--- config.mk ---
export PLATFORM = sky130hd
export DESIGN_NAME = radar_target_frame_parser_top
export DESIGN_NICKNAME = d
export VERILOG_FILES = /design/src/rtl/rfp_pkg.sv /design/src/rtl/rfp_capture.sv /design/src/rtl/rfp_decode.sv /design/src/rtl/rfp_burst.sv /design/src/rtl/radar_target_frame_parser_top.sv
export SDC_FILE = /design/constraint.sdc
export NUM_CORES = 1
export LEC_CHECK = 0
export BUFFER_PORTS_ARGS = -buffer_cell sky130_fd_sc_hd__buf_2
export CORE_UTILIZATION = 25
export DETAILED_ROUTE_END_ITERATION = 16
export GPL_TIMING_DRIVEN = 1
export PLACE_DENSITY_LB_ADDON = 0.05
export SYNTH_ARGS = -nofsm -noshare
export SYNTH_HDL_FRONTEND = slang
export SYNTH_SLANG_ARGS = --single-unit
--- constraint.sdc ---
create_clock -name clk -period 14.85 [get_ports clk]
set_input_delay 2.97 -clock clk [delete_from_list [all_inputs] [get_ports clk]]
set_output_delay 2.97 -clock clk [all_outputs]
set_load 0.005 [all_outputs]
--- src/rtl/rfp_pkg.sv ---
package rfp_pkg;

    // frame layout
    localparam int TARGETS_DEF = 3;
    localparam int HDR_LEN     = 4;
    localparam int TGT_LEN     = 8;
    localparam int TRL_LEN     = 2;

    // valid target count, wide enough for the largest slot count
    localparam int COUNT_W     = 4;

    localparam logic [7:0] HDR_B0 = 8'hAA;
    localparam logic [7:0] HDR_B1 = 8'hFF;
    localparam logic [7:0] HDR_B2 = 8'h03;
    localparam logic [7:0] HDR_B3 = 8'h00;
    localparam logic [7:0] TRL_B0 = 8'h55;
    localparam logic [7:0] TRL_B1 = 8'hCC;

    localparam logic [15:0] SIGN_BIT = 16'h8000;
    localparam logic [15:0] MAG_MASK = 16'h7FFF;

    // completed frame waiting to be decoded
    typedef struct packed {
        logic        done;
        logic [31:0] time_ms;
    } frame_evt_t;

    // one decoded target slot
    typedef struct packed {
        logic               valid;
        logic signed [15:0] x_mm;
        logic signed [15:0] y_mm;
        logic signed [15:0] speed_cm_s;
        logic [15:0]        dist_res;
    } target_t;

    function automatic logic [7:0] hdr_byte(input logic [1:0] idx);
        logic [7:0] b;
        unique case (idx)
            2'd0:    b = HDR_B0;
            2'd1:    b = HDR_B1;
            2'd2:    b = HDR_B2;
            default: b = HDR_B3;
        endcase
        return b;
    endfunction

    // sign-magnitude with bit 15 set meaning positive
    function automatic logic [15:0] sm_decode(input logic [15:0] raw);
        logic [15:0] mag;
        mag = raw & MAG_MASK;
        if ((raw & SIGN_BIT) != 16'h0000)
            return mag;
        else
            return 16'(16'h0000 - mag);
    endfunction

endpackage

--- src/rtl/rfp_capture.sv ---
module rfp_capture #(
    parameter int TARGETS = rfp_pkg::TARGETS_DEF,
    localparam int LINE_LEN = TARGETS * rfp_pkg::TGT_LEN + rfp_pkg::TRL_LEN
) (
    input  logic                clk,
    input  logic                rst_n,
    input  logic                in_valid,
    output logic                in_ready,
    input  logic [7:0]          rx_byte,
    input  logic [31:0]         time_ms,
    input  logic                take,
    output rfp_pkg::frame_evt_t evt,
    output logic [7:0]          line [LINE_LEN]
);
    import rfp_pkg::*;

    localparam int FRAME_LEN = HDR_LEN + TARGETS * TGT_LEN + TRL_LEN;
    localparam int POS_W     = $clog2(FRAME_LEN);
    localparam logic [POS_W-1:0] LAST_POS = POS_W'(FRAME_LEN - 1);
    localparam logic [POS_W-1:0] HDR_END  = POS_W'(HDR_LEN);

    logic [POS_W-1:0] pos_reg, pos_next;
    logic             done_reg, done_next;
    logic [31:0]      time_reg;
    logic [7:0]       line_reg [LINE_LEN];
    logic             accept;
    logic             frame_end;

    assign in_ready  = !done_reg || take;
    assign accept    = in_valid && in_ready;
    assign frame_end = (pos_reg == LAST_POS);

    // header alignment and position count
    always_comb
    begin
        pos_next = pos_reg;
        if (accept)
        begin
            priority if (pos_reg < HDR_END)
            begin
                if (rx_byte != hdr_byte(pos_reg[1:0]))
                    pos_next = (pos_reg != '0 && rx_byte == HDR_B0) ? POS_W'(1) : '0;
                else
                    pos_next = pos_reg + POS_W'(1);
            end
            else if (frame_end)
                pos_next = '0;
            else
                pos_next = pos_reg + POS_W'(1);
        end
    end

    always_comb
    begin
        priority if (accept && frame_end)
            done_next = 1'b1;
        else if (take)
            done_next = 1'b0;
        else
            done_next = done_reg;
    end

    always_ff @(posedge clk or negedge rst_n)
    begin
        if (!rst_n)
        begin
            pos_reg  <= '0;
            done_reg <= 1'b0;
        end
        else
        begin
            pos_reg  <= pos_next;
            done_reg <= done_next;
        end
    end

    // the last bytes received sit on the line, newest at index 0
    always_ff @(posedge clk)
    begin
        if (accept)
        begin
            line_reg[0] <= rx_byte;
            for (int i = 1; i < LINE_LEN; i++)
                line_reg[i] <= line_reg[i-1];
            if (frame_end)
                time_reg <= time_ms;
        end
    end

    assign evt.done    = done_reg;
    assign evt.time_ms = time_reg;
    assign line        = line_reg;

endmodule

--- src/rtl/rfp_decode.sv ---
module rfp_decode #(
    parameter int TARGETS = rfp_pkg::TARGETS_DEF,
    localparam int LINE_LEN = TARGETS * rfp_pkg::TGT_LEN + rfp_pkg::TRL_LEN
) (
    input  logic [7:0]                     line [LINE_LEN],
    output rfp_pkg::target_t               targets [TARGETS],
    output logic                           trailer_ok,
    output logic [rfp_pkg::COUNT_W-1:0]    valid_count
);
    import rfp_pkg::*;

    logic [TARGETS-1:0] slot_valid;

    assign trailer_ok = (line[1] == TRL_B0) && (line[0] == TRL_B1);

    for (genvar k = 0; k < TARGETS; k++)
    begin : g_slot
        // low byte of each word, counted back from the newest byte
        localparam int LO_X = LINE_LEN - 1 - k * TGT_LEN;
        localparam int LO_Y = LO_X - 2;
        localparam int LO_S = LO_X - 4;
        localparam int LO_R = LO_X - 6;

        logic [15:0] wx, wy, ws, wr;
        logic        nz;

        assign wx = {line[LO_X-1], line[LO_X]};
        assign wy = {line[LO_Y-1], line[LO_Y]};
        assign ws = {line[LO_S-1], line[LO_S]};
        assign wr = {line[LO_R-1], line[LO_R]};
        assign nz = (wx | wy | ws | wr) != 16'h0000;

        assign slot_valid[k]         = nz;
        assign targets[k].valid      = nz;
        assign targets[k].x_mm       = nz ? sm_decode(wx) : 16'sh0000;
        assign targets[k].y_mm       = nz ? sm_decode(wy) : 16'sh0000;
        assign targets[k].speed_cm_s = nz ? sm_decode(ws) : 16'sh0000;
        assign targets[k].dist_res   = nz ? wr : 16'h0000;
    end

    always_comb
    begin
        valid_count = '0;
        for (int k = 0; k < TARGETS; k++)
            valid_count = valid_count + COUNT_W'(slot_valid[k]);
    end

endmodule

--- src/rtl/rfp_burst.sv ---
module rfp_burst #(
    parameter int TARGETS = rfp_pkg::TARGETS_DEF
) (
    input  logic                        clk,
    input  logic                        rst_n,
    input  rfp_pkg::frame_evt_t         evt,
    input  rfp_pkg::target_t            targets [TARGETS],
    input  logic                        trailer_ok,
    input  logic [rfp_pkg::COUNT_W-1:0] valid_count,
    output logic                        take,
    output logic                        out_valid,
    input  logic                        out_ready,
    output logic                        frame_good,
    output logic [1:0]                  target_index,
    output logic                        target_valid,
    output logic signed [15:0]          x_mm,
    output logic signed [15:0]          y_mm,
    output logic signed [15:0]          speed_cm_s,
    output logic [15:0]                 dist_res,
    output logic [1:0]                  valid_count_out,
    output logic [31:0]                 frame_time_ms,
    output logic [31:0]                 good_frames,
    output logic [31:0]                 bad_frames,
    output logic                        last
);
    import rfp_pkg::*;

    localparam int IDX_W = (TARGETS > 1) ? $clog2(TARGETS) : 1;
    localparam logic [IDX_W-1:0] LAST_SLOT = IDX_W'(TARGETS - 1);

    // burst buffer
    logic               busy_reg;
    logic [IDX_W-1:0]   idx_reg;
    logic [IDX_W-1:0]   last_idx_reg;
    logic               good_reg;
    logic [COUNT_W-1:0] count_reg;
    logic [31:0]        time_reg;
    target_t            tgt_reg [TARGETS];
    logic [31:0]        good_cnt_reg;
    logic [31:0]        bad_cnt_reg;

    // result register
    logic               out_valid_reg;
    logic               frame_good_reg;
    logic [1:0]         target_index_reg;
    logic               target_valid_reg;
    logic signed [15:0] x_mm_reg;
    logic signed [15:0] y_mm_reg;
    logic signed [15:0] speed_reg;
    logic [15:0]        res_reg;
    logic [1:0]         count_out_reg;
    logic [31:0]        time_out_reg;
    logic [31:0]        good_out_reg;
    logic [31:0]        bad_out_reg;
    logic               last_reg;

    logic    load_out;
    logic    out_last;
    logic    burst_free;
    target_t sel;

    assign load_out   = busy_reg && (!out_valid_reg || out_ready);
    assign out_last   = (idx_reg == last_idx_reg);
    assign burst_free = !busy_reg || (load_out && out_last);
    assign take       = evt.done && burst_free;
    assign sel        = tgt_reg[idx_reg];

    always_ff @(posedge clk or negedge rst_n)
    begin
        if (!rst_n)
        begin
            busy_reg      <= 1'b0;
            idx_reg       <= '0;
            good_cnt_reg  <= '0;
            bad_cnt_reg   <= '0;
            out_valid_reg <= 1'b0;
        end
        else
        begin
            priority if (take)
            begin
                busy_reg <= 1'b1;
                idx_reg  <= '0;
            end
            else if (load_out)
            begin
                if (out_last)
                    busy_reg <= 1'b0;
                idx_reg <= idx_reg + IDX_W'(1);
            end

            if (take)
            begin
                if (trailer_ok)
                    good_cnt_reg <= good_cnt_reg + 32'd1;
                else
                    bad_cnt_reg <= bad_cnt_reg + 32'd1;
            end

            priority if (load_out)
                out_valid_reg <= 1'b1;
            else if (out_ready)
                out_valid_reg <= 1'b0;
        end
    end

    always_ff @(posedge clk)
    begin
        if (take)
        begin
            tgt_reg      <= targets;
            good_reg     <= trailer_ok;
            count_reg    <= trailer_ok ? valid_count : '0;
            time_reg     <= evt.time_ms;
            last_idx_reg <= trailer_ok ? LAST_SLOT : '0;
        end

        if (load_out)
        begin
            frame_good_reg   <= good_reg;
            target_index_reg <= 2'(idx_reg);
            target_valid_reg <= good_reg && sel.valid;
            x_mm_reg         <= good_reg ? sel.x_mm : 16'sh0000;
            y_mm_reg         <= good_reg ? sel.y_mm : 16'sh0000;
            speed_reg        <= good_reg ? sel.speed_cm_s : 16'sh0000;
            res_reg          <= good_reg ? sel.dist_res : 16'h0000;
            count_out_reg    <= 2'(count_reg);
            time_out_reg     <= time_reg;
            good_out_reg     <= good_cnt_reg;
            bad_out_reg      <= bad_cnt_reg;
            last_reg         <= out_last;
        end
    end

    assign out_valid       = out_valid_reg;
    assign frame_good      = frame_good_reg;
    assign target_index    = target_index_reg;
    assign target_valid    = target_valid_reg;
    assign x_mm            = x_mm_reg;
    assign y_mm            = y_mm_reg;
    assign speed_cm_s      = speed_reg;
    assign dist_res        = res_reg;
    assign valid_count_out = count_out_reg;
    assign frame_time_ms   = time_out_reg;
    assign good_frames     = good_out_reg;
    assign bad_frames      = bad_out_reg;
    assign last            = last_reg;

endmodule

--- src/rtl/radar_target_frame_parser_top.sv ---
// radar target frame parser
//
// input channel: one serial byte (rx_byte) with its arrival time (time_ms) per
// transfer on in_valid / in_ready. the parser aligns on header AA FF 03 00,
// collects a frame of 4 + 8*TARGETS + 2 bytes and checks trailer 55 CC.
// output channel: out_valid / out_ready. a good frame gives TARGETS results,
// one per target slot, the final one with last set; a bad trailer gives one
// error result with frame_good low. good and bad frame counts wrap at 32 bits.
//
// the frame's final byte sets the done flag, the burst buffer then takes the
// frame and the result register shows the first result; after that, one result
// per cycle while out_ready is high. throughput: one byte per cycle; the only
// wait is at a frame end, where a new byte is refused while the previous burst
// still holds the burst buffer. the single-port result register drains the
// burst buffer one slot a cycle while the receiver is ready. when it stalls,
// the result register and the burst buffer hold; the input keeps taking bytes
// until the next frame end needs the buffer. reset clears the header position,
// the frame counts and the done, busy and output valid flags.
module radar_target_frame_parser_top #(
    parameter int TARGETS = rfp_pkg::TARGETS_DEF
) (
    input  logic               clk,
    input  logic               rst_n,
    input  logic               in_valid,
    output logic               in_ready,
    input  logic [7:0]         rx_byte,
    input  logic [31:0]        time_ms,
    output logic               out_valid,
    input  logic               out_ready,
    output logic               frame_good,
    output logic [1:0]         target_index,
    output logic               target_valid,
    output logic signed [15:0] x_mm,
    output logic signed [15:0] y_mm,
    output logic signed [15:0] speed_cm_s,
    output logic [15:0]        dist_res,
    output logic [1:0]         valid_count,
    output logic [31:0]        frame_time_ms,
    output logic [31:0]        good_frames,
    output logic [31:0]        bad_frames,
    output logic               last
);
    import rfp_pkg::*;

    localparam int LINE_LEN = TARGETS * TGT_LEN + TRL_LEN;

    frame_evt_t         evt;
    logic               take;
    logic [7:0]         line [LINE_LEN];
    target_t            targets [TARGETS];
    logic               trailer_ok;
    logic [COUNT_W-1:0] slot_count;

    // byte alignment, position count and the byte line of the current frame
    rfp_capture #(
        .TARGETS (TARGETS)
    ) u_capture (
        .clk      (clk),
        .rst_n    (rst_n),
        .in_valid (in_valid),
        .in_ready (in_ready),
        .rx_byte  (rx_byte),
        .time_ms  (time_ms),
        .take     (take),
        .evt      (evt),
        .line     (line)
    );

    // trailer check and per-slot sign-magnitude decode
    rfp_decode #(
        .TARGETS (TARGETS)
    ) u_decode (
        .line        (line),
        .targets     (targets),
        .trailer_ok  (trailer_ok),
        .valid_count (slot_count)
    );

    // burst buffer, frame counters and result register
    rfp_burst #(
        .TARGETS (TARGETS)
    ) u_burst (
        .clk             (clk),
        .rst_n           (rst_n),
        .evt             (evt),
        .targets         (targets),
        .trailer_ok      (trailer_ok),
        .valid_count     (slot_count),
        .take            (take),
        .out_valid       (out_valid),
        .out_ready       (out_ready),
        .frame_good      (frame_good),
        .target_index    (target_index),
        .target_valid    (target_valid),
        .x_mm            (x_mm),
        .y_mm            (y_mm),
        .speed_cm_s      (speed_cm_s),
        .dist_res        (dist_res),
        .valid_count_out (valid_count),
        .frame_time_ms   (frame_time_ms),
        .good_frames     (good_frames),
        .bad_frames      (bad_frames),
        .last            (last)
    );

endmodule

==> qor.yml, run 1 <==
cts_buffers: 87
hp-class: "reg2reg"
synth_warnings: 0
rows: 122
synth_edf_count: 637
cts_hold_buf: 0
cts_resized: 0
tightestPinTransition_ns: 1.04
yosys.area.top_type: "edfxtp_1"
worst_ep_required_time_ns: 11.88
synthArstFlopShare: 0.104
skew_ns: 0.0356
clk_pin_slew_ns: 0.06
routabilityCongestion: 0.734
track_usage: 0.132
hp-start: "u_capture.time_reg[6]$_DFFE_PP_"
die_x_um: 338
cts_sinks: 711
fmax_mhz: 147
drt_first_pass_iters: 7
dp_cells: 3504
cts_tree: "done"
critPathKind: "in2out"
die-area_um2: 114000
synth_area_leaders: "edfxtp_1 (68%), dfrtp_1 (6.6%), xnor2_1 (3.3%), mux2i_1 (2.7%), xor2_1 (2.5%)"
fin_cells: 3664
multi_input_area_um2: 6500
antenna_found_initial: 7
period_share: 0.457
startpoint_type: "primary input"
synth_area_per_cell_um2: 14.8
hold_end: "u_burst.time_reg[6]$_DFFE_PP_"
drc: 0
fin_nets: 2166
final-setup-viol-count: 0
max-cap-violations: 0
globalRoute.totalOverflow: 0
synth_area_um2: 28200
power_per_cell_area_nw_per_um2: 134
rsz0062_at_grt: "false"
reg2reg_depth: 7
clockBufferDepth: 3
final.setup.tns_ns: 0
critPathCaptureType: "output pin"
ant_nets: 0
slew-limit-headroom: 0.310
grt_pass1_vias: 16100
largest_register_ffs: 208
fin_crit_ns: 6.79
initial_core_util: 0.253
regArea_um2: 21000
timing.rr.end: "u_capture.pos_reg[4]$_DFFE_PN0P_"
die_h_um: 338
num-fill-cells: 11200
ys_seq_area_frac: 0.745
worstSkewPairLatency_ns: 0.66
status: "finished, final reports clean"
core_area_um2: 111000
drive_above_1_share: 0.176
peakVddDrop_uv: 99.0
netlist.area_leader.share: 0.679
routedWlPerCell_um: 20.7
hpwl_um: 51000
area_growth_pct: 19.3
pin_count: 213
vias_per_cell: 4.22
num_vias: 15500
ys_types: 53
holdPathStages: 0
grt_pass1_wl_um: 110000
routed_wl_um: 75700
cts-root-buf: "clkbuf_16"
htree_levels: 3
worstPathArrival_ns: 3.82
cp_max_fo: 3
cts_setup_buffers: 0
reg2reg_slack_ns: 10.20
port_buffers: 212
leakage_nw: 11.7
reg2reg_from: "u_burst.idx_reg[1]$_DFFE_PN0P_"
drv_slew: 0
synthCells: 1905
grt_max_degree: 127
synth_seq_cells: 711
drtIter0Drc: 919
synth.net_count: 1966
hold_violations: 0
synthFlopType: "edfxtp_1"
[how the worst max path moves through the flow]
stage          cells past startpoint       from                        endpoint
2_1_floorplan                      5  out_ready  u_burst.idx_reg[1]$_DFFE_PN0P_
3_3_place_gp                       4  out_ready                        in_ready
3_5_place_dp                       4  out_ready                        in_ready
4_1_cts                            4  out_ready                        in_ready
5_1_grt                            4  out_ready                        in_ready
6_report                           4  out_ready                        in_ready
[worst max-delay path, cell delays in order]
cell and delay [ns]:
buf_2 0.09, nor2b_1 0.04, o311ai_0 0.50, buf_2 0.22
[stage by stage]
step                setup WS (ns)  hold WS [ns]  utilization  cell area, um^2  total power, W
detailed placement           8.05         0.405        0.277            30800         0.00245
floorplan                    7.01         0.400            -            28200         0.00238
CTS                          8.03         0.418        0.302            33600         0.00459
finish                       8.06         0.415        0.302            33600         0.00450
global route                 8.00         0.421        0.302            33600         0.00468
global placement             8.02         0.402        0.277            30800         0.00245
[cell families (layout without fill, tap and decap cells)]
kind of cell / Yosys count / in the layout / synth area share
XOR/XNOR: 185 / 185 / 0.0576
other: 0 / 5 / 0
AND/OR/NAND/NOR: 586 / 586 / 0.108
flip-flops: 711 / 711 / 0.745
AO/OA/AOI/OAI: 158 / 158 / 0.0300
buffers and inverters: 172 / 438 / 0.0243
multiplexers: 76 / 76 / 0.0271
adder cells (fa/ha/maj): 17 / 17 / 0.00782
[where the power goes]
group          internal (W)  switching (W)  total [W]
registers           0.00222      0.0000569    0.00228
clock network       0.00124       0.000860    0.00210
logic             0.0000480      0.0000739   0.000122
[synth_stat cells (4+ instances only)]
cell type / n
edfxtp_1: 637
and4_1: 4
dfrtp_1: 74
nand4_1: 23
clkbuf_1: 98
nor3b_1: 7
xor2_1: 79
nor3_1: 52
a31oi_1: 11
or3_1: 9
xnor2_1: 106
and3_1: 7
o21ai_0: 69
buf_6: 4
nand4bb_1: 4
nand2_1: 102
or4_1: 5
nor2_2: 19
nor2_1: 183
and4b_1: 4
nor4_1: 45
buf_1: 4
nor4_2: 4
nand3_1: 24
inv_1: 56
a21oi_1: 63
and2_1: 68
a21o_1: 4
buf_2: 7
ha_1: 16
nor2b_1: 7
mux2i_1: 75
[layer usage]
metal | vias up | track usage | part of all wire
li1 | 7293 | - | -
met2 | 294 | 0.217 | 0.49
met1 | 7802 | 0.176 | 0.46
met5 | - | 0 | 0.00013
met4 | 2 | 0.0398 | 0.018
met3 | 84 | 0.0234 | 0.041
[layout make-up]
type | instances | share of cell area
flip-flops and latches | 711 | 0.625
clock buffers | 105 | 0.0684
well taps | 1488 | 0.0554
inverters | 59 | 0.00704
diodes | 5 | 0.000372
multi-input cells | 1022 | 0.194
clock inverters | 50 | 0.0157
repair buffers | 224 | 0.0347
[cell usage in the layout (no fill, tap or decap), types with 5 or more instances in the layout]
cell and n:
nor3_1 52, clkbuf_1 14, nand4_1 23, nor3b_1 7, a21oi_1 63, ha_1 16
xnor2_1 106, a31oi_1 11, nor2b_1 6, buf_4 12, or4_1 5, clkinv_1 24
nor2_1 182, diode_2 5, bufinv_16 8, clkinv_2 11, nor4_1 45, and3_1 7
xor2_1 79, mux2i_1 75, and2_1 67, nor2_2 19, inv_1 55, dfrtp_1 72
clkbuf_16 88, nand3_1 24, or3_1 9, edfxtp_1 637, o21ai_0 69, buf_2 211
nand2_1 102
Power figures use the tool's default switching activity.
==> run 2: changes to the inputs <==
==> constraint.sdc (replaced) <==
create_clock -name clk -period 6.7 [get_ports clk]
set_input_delay 1.34 -clock clk [delete_from_list [all_inputs] [get_ports clk]]
set_output_delay 1.34 -clock clk [all_outputs]
set_load 0.005 [all_outputs]
==> run 2 against run 1 <==
  * Sequential share of layout area up 0.056 points
  * Hold slack worse by 0.0064 ns
  * Clock power up 120%
  * Largest cell class unchanged
==> qor.yml, run 2 (synthesis results as in run 1) <==
fin_area_um2: 33600  # about the same
status: "finished, final reports clean"
drive_above_1_share: 0.181  # +0.00461
skew_ns: 0.0218  # -0.0138 ns
cp_max_fo: 79  # +76
dp_cells: 3504  # unchanged
reg2reg_depth: 5  # -2
pin_count: 213  # unchanged
ant_nets: 0  # unchanged
rows: 122  # unchanged
place_area_um2: 30800  # about the same
die_x_um: 338  # unchanged
hp-class: "reg2reg"
largest_register_ffs: 208  # unchanged
critPathKind: "reg2reg"
area_growth_pct: 19.2  # about the same
routabilityCongestion: 0.757  # +3.2%
die_h_um: 338  # unchanged
reg2reg_from: "u_burst.idx_reg[1]$_DFFE_PN0P_"
holdPathStages: 0  # unchanged
cts_sinks: 711  # unchanged
grt_pass1_wl_um: 110000  # about the same
antenna_found_initial: 7  # unchanged
hp-start: "u_burst.time_reg[1]$_DFFE_PP_"
postLayoutCoreUtil: 0.302  # about the same
fin_cells: 3660  # -0.11%
cts_resized: 0  # unchanged
fin_crit_ns: 3.71
final.setup.tns_ns: 0  # unchanged
leakage_nw: 11.7  # about the same
htree_levels: 3  # unchanged
hpwl_um: 50700  # -0.60%
initial_core_util: 0.253  # unchanged
routed_wl_um: 75800  # +0.13%
routedWlPerCell_um: 20.7  # +0.24%
rsz0062_at_grt: "false"
crit_chain: "xor2_1 -> o311ai_0 -> nand2_1 -> inv_8 -> buf_4"
cp_top_family: "buffers and inverters"
hold_violations: 0  # unchanged
clockBufferDepth: 3  # unchanged
period_share: 0.553
port_buffers: 212  # unchanged
drtIter0Drc: 999  # +8.7%
clk_pin_slew_ns: 0.06  # about the same
worstSkewPairLatency_ns: 0.65  # about the same
layout_common_cells: "edfxtp_1 (637), buf_2 (211), nor2_1 (182), xnor2_1 (106), nand2_1 (102)"
multi_input_area_um2: 6500  # unchanged
drc: 0  # unchanged
peakVddDrop_uv: 164  # +66%
power_per_cell_area_nw_per_um2: 296  # +120%
num-fill-cells: 11200  # +0.089%
reg2reg_slack_ns: 2.99  # -7.21 ns
globalRoute.totalOverflow: 0  # unchanged
final-setup-viol-count: 0  # unchanged
max-cap-violations: 0  # unchanged
vias_per_cell: 4.22  # -0.19%
cts_tree: "done"
startpoint_type: "flop"
track_usage: 0.133  # +0.000421
timing.rr.end: "u_capture.line[85]$_DFFE_PP_"
die-area_um2: 114000  # unchanged
cp_slowest_stage_delay_ns: 0.80  # +0.30 ns
drv_slew: 0  # unchanged
cts_buffers: 84  # -3.4%
drt_first_pass_iters: 7  # unchanged
tightestPinTransition_ns: 1.07  # +0.0310 ns
grt_max_degree: 131  # +3.1%
num_vias: 15400  # -0.30%
hold_end: "u_burst.frame_time_ms[1]$_DFFE_PP_"
crit_slowest_cell: "dfrtp_4"
cts_hold_buf: 0  # unchanged
cts-root-buf: "clkbuf_16"
critPathCaptureType: "flop"
core_area_um2: 111000  # unchanged
crit_cells: 5  # +1
regArea_um2: 21000  # unchanged
slew-limit-headroom: 0.289  # -0.0207
fin_nets: 2163  # -0.14%
crit_buf_inv: 2  # unchanged
worstPathArrival_ns: 3.98  # +0.16 ns
fmax_mhz: 270
grt_pass1_vias: 15900  # -0.77%
cts_setup_buffers: 0  # unchanged
worst_ep_required_time_ns: 6.97  # -4.91 ns
final_common_cell: "edfxtp_1"
run 2: layout make-up:
class,instances,share of cell area
clock inverters,40,0.0119
well taps,1488,0.0555
repair buffers,224,0.0355
multi-input cells,1022,0.194
diodes,1,0.0000746
clock buffers,115,0.0709
inverters,59,0.00705
flip-flops and latches,711,0.625
run 2: per-stage QoR:
step                hold WS [ns]  total power [W]  worst slack [ns]
floorplan                  0.400          0.00527             0.488
global placement           0.402          0.00542              2.46
detailed placement         0.405          0.00542              2.41
CTS                        0.409           0.0101              2.85
global route               0.419           0.0103              2.61
finish                     0.409          0.00992              2.99
run 2: worst max path at each step:
| stage | startpoint | endpoint |
|---|---|---|
| after floorplan | out_ready | u_burst.idx_reg[1]$_DFFE_PN0P_ |
| after global placement | out_ready | u_capture.line[87]$_DFFE_PP_ |
| after detailed placement | out_ready | u_capture.line[85]$_DFFE_PP_ |
| after CTS | u_burst.idx_reg[1]$_DFFE_PN0P_ | in_ready |
| after global routing | u_burst.idx_reg[1]$_DFFE_PN0P_ | u_capture.line[85]$_DFFE_PP_ |
| final | u_burst.idx_reg[1]$_DFFE_PN0P_ | u_capture.line[85]$_DFFE_PP_ |
run 2: layer usage:
layer	wire (um)	up-vias	track usage
li1	-	7313	-
met2	36100	303	0.214
met1	35100	7707	0.180
met5	0	-	0
met3	2900	105	0.0213
met4	1760	0	0.0439
run 2: report_power, final:
part	internal, W	total (W)	switching [W]
Clock	0.00270	0.00460	0.00190
Combinational	0.000107	0.000271	0.000163
Sequential	0.00492	0.00505	0.000125
Total	0.00773	0.00992	0.00219
==> run 3: changes to the inputs <==
==> constraint.sdc (replaced) <==
create_clock -name clk -period 3.7 [get_ports clk]
set_input_delay 0.74 -clock clk [delete_from_list [all_inputs] [get_ports clk]]
set_output_delay 0.74 -clock clk [all_outputs]
set_load 0.005 [all_outputs]
==> run 3 against run 2 <==
  * Cell area increased by 0.56%
  * Sequential cell count unchanged
  * Final cell count increased by 0.55%
  * First-iteration DRC count decreased by 0.40%
  * Die area unchanged
  * Utilization increased by 0.17 points
  * Setup slack got worse by 2.3 ns
  * Critical path depth increased by 2
  * Sequential share of layout area decreased by 0.35 points
  * Critical path type unchanged
  * Largest power group unchanged
==> qor.yml, run 3 (synthesis results as in run 1) <==
skew_ns: 0.0330  # +0.0112 ns
routed_wl_um: 77600  # +2.3%
worst_ep_required_time_ns: 4.12  # -2.85 ns
final.setup.tns_ns: 0  # unchanged
core_area_um2: 111000  # unchanged
cp_max_fo: 5  # -94%
antenna_found_initial: 3  # -4
hpwl_um: 53500  # +5.6%
startpoint_type: "flop"
fin_crit_ns: 2.96  # -0.745 ns
worstPathArrival_ns: 3.38  # -0.60 ns
fin_nets: 2182  # +0.88%
drt_first_pass_iters: 5  # -2
die_x_um: 338  # unchanged
grt_max_degree: 102  # -22%
setup_ws_ns: 0.736  # -2.26 ns
globalRoute.totalOverflow: 0  # unchanged
num_vias: 15600  # +1.1%
slew-limit-headroom: 0.362  # +0.0727
port_buffers: 212  # unchanged
hold_ws_ns: 0.0493  # -0.360 ns
cts_sinks: 711  # unchanged
critPathCaptureType: "flop"
period_share: 0.801  # +0.248
final-setup-viol-count: 0  # unchanged
rsz0062_at_grt: "false"
grt_pass1_wl_um: 112000  # +1.7%
insertedDiodeCount: 0  # -1
die-area_um2: 114000  # unchanged
vias_per_cell: 4.24  # +0.59%
max-cap-violations: 0  # unchanged
routedWlPerCell_um: 21.1  # +1.8%
peakVddDrop_uv: 348  # +110%
layout_common_cells: "edfxtp_1 (637), buf_2 (211), nor2_1 (182), xnor2_1 (106), nand2_1 (102)"
area_growth_pct: 19.9
clk_pin_slew_ns: 0.06  # about the same
largest_register_ffs: 208  # unchanged
grt_pass1_vias: 16000  # +0.34%
htree_levels: 3  # unchanged
drc: 0  # unchanged
cts_setup_buffers: 0  # unchanged
power_per_cell_area_nw_per_um2: 532  # +80%
status: "finished, final reports clean"
hold_violations: 0  # unchanged
leakage_nw: 11.8  # +0.70%
num-fill-cells: 11200  # -0.080%
post-place-ws_ns: 0.815  # -1.59 ns
drtIter0Drc: 995  # -0.40%
cts-root-buf: "clkbuf_16"
cts_tree: "done"
critPathKind: "reg2reg"
drv_slew: 0  # unchanged
routabilityCongestion: 0.743  # -1.9%
final_common_cell: "edfxtp_1"
track_usage: 0.135  # +0.00289
pin_count: 213  # unchanged
cts_hold_buf: 0  # unchanged
ant_nets: 0  # unchanged
cts_resized: 0  # unchanged
tightestPinTransition_ns: 0.957  # -0.109 ns
initial_core_util: 0.253  # unchanged
hp-class: "in2async"
fmax_mhz: 337  # +25%
postLayoutCoreUtil: 0.304  # +0.00170
rows: 122  # unchanged
clockBufferDepth: 3  # unchanged
worstSkewPairLatency_ns: 0.67  # +0.02 ns
die_h_um: 338  # unchanged
drive_above_1_share: 0.181  # about the same
cts_buffers: 86  # +2.4%
run 3: changes by cell type in the layout (fill, tap and decap cells not counted), moves of 2 or more:
cell	change
clkinv_1	+14
clkbuf_8	-12
buf_4	+11
buf_12	+6
clkbuf_1	+3
clkinv_2	-3
bufinv_16	+2
clkinv_16	+2
clkinv_8	-2
run 3: layout make-up:
class / count / area (um^2) / area share
Sequential cell: 711 / 21000 / 0.622
Tap cell: 1488 / 1860 / 0.0552
Inverter: 59 / 236 / 0.00701
Clock inverter: 52 / 515 / 0.0153
Clock buffer: 107 / 2250 / 0.0667
Multi-Input combinational cell: 1022 / 6500 / 0.193
Timing Repair Buffer: 241 / 1390 / 0.0413
run 3: path summary, 6_finish.rpt:
| check | start | to | slack [ns] | cells after the start |
|---|---|---|---|---|
| worst max-delay path | u_capture.line[66]$_DFFE_PP_ | u_burst.count_reg[0]$_SDFFCE_PN0P_ | 0.74 | 7 |
| worst min-delay path | rst_n | u_burst.bad_cnt_reg[19]$_DFFE_PN0P_ | 0.05 | 1 |
| worst max register to register | u_capture.line[66]$_DFFE_PP_ | u_burst.count_reg[0]$_SDFFCE_PN0P_ | 0.74 | 7 |
| worst min register to register | u_burst.time_reg[28]$_DFFE_PP_ | u_burst.frame_time_ms[28]$_DFFE_PP_ | 0.41 | 0 |
| max in group asynchronous | rst_n | u_burst.good_cnt_reg[20]$_DFFE_PN0P_ | 2.92 | 2 |
| min in group clk | time_ms[0] | u_capture.time_reg[0]$_DFFE_PP_ | 0.25 | 1 |
run 3: layer usage:
layer / up-vias / global-route usage / wire length [um]
li1: 7347 / - / -
met1: 7853 / 0.180 / 35100
met2: 304 / 0.225 / 37800
met3: 100 / 0.0217 / 3000
met4: 0 / 0.0420 / 1660
met5: - / 0 / 0
run 3: critical path: stages (launching register included):
cell      delay [ns]
edfxtp_1        0.55
nor3_1          0.42
nand4_1         0.28
or4_1           0.60
nor4_4          0.22
inv_2           0.08
fa_1            0.42
and2_1          0.15
run 3: through the flow:
| step | instances | power, W | area [um^2] |
|---|---|---|---|
| global placement | 3521 | 0.00985 | 31000 |
| floorplan | 1905 | 0.00954 | 28200 |
| global route | 3680 | 0.0187 | 33700 |
| detailed placement | 3521 | 0.00985 | 31000 |
| finish | 3680 | 0.0180 | 33700 |
| CTS | 3680 | 0.0183 | 33700 |
run 3: power breakdown:
| part | internal (W) | switching (W) | leakage (nW) |
|---|---|---|---|
| Sequential | 0.00891 | 0.000219 | 6.82 |
| Clock | 0.00484 | 0.00347 | 1.34 |
| Combinational | 0.000204 | 0.000319 | 3.61 |
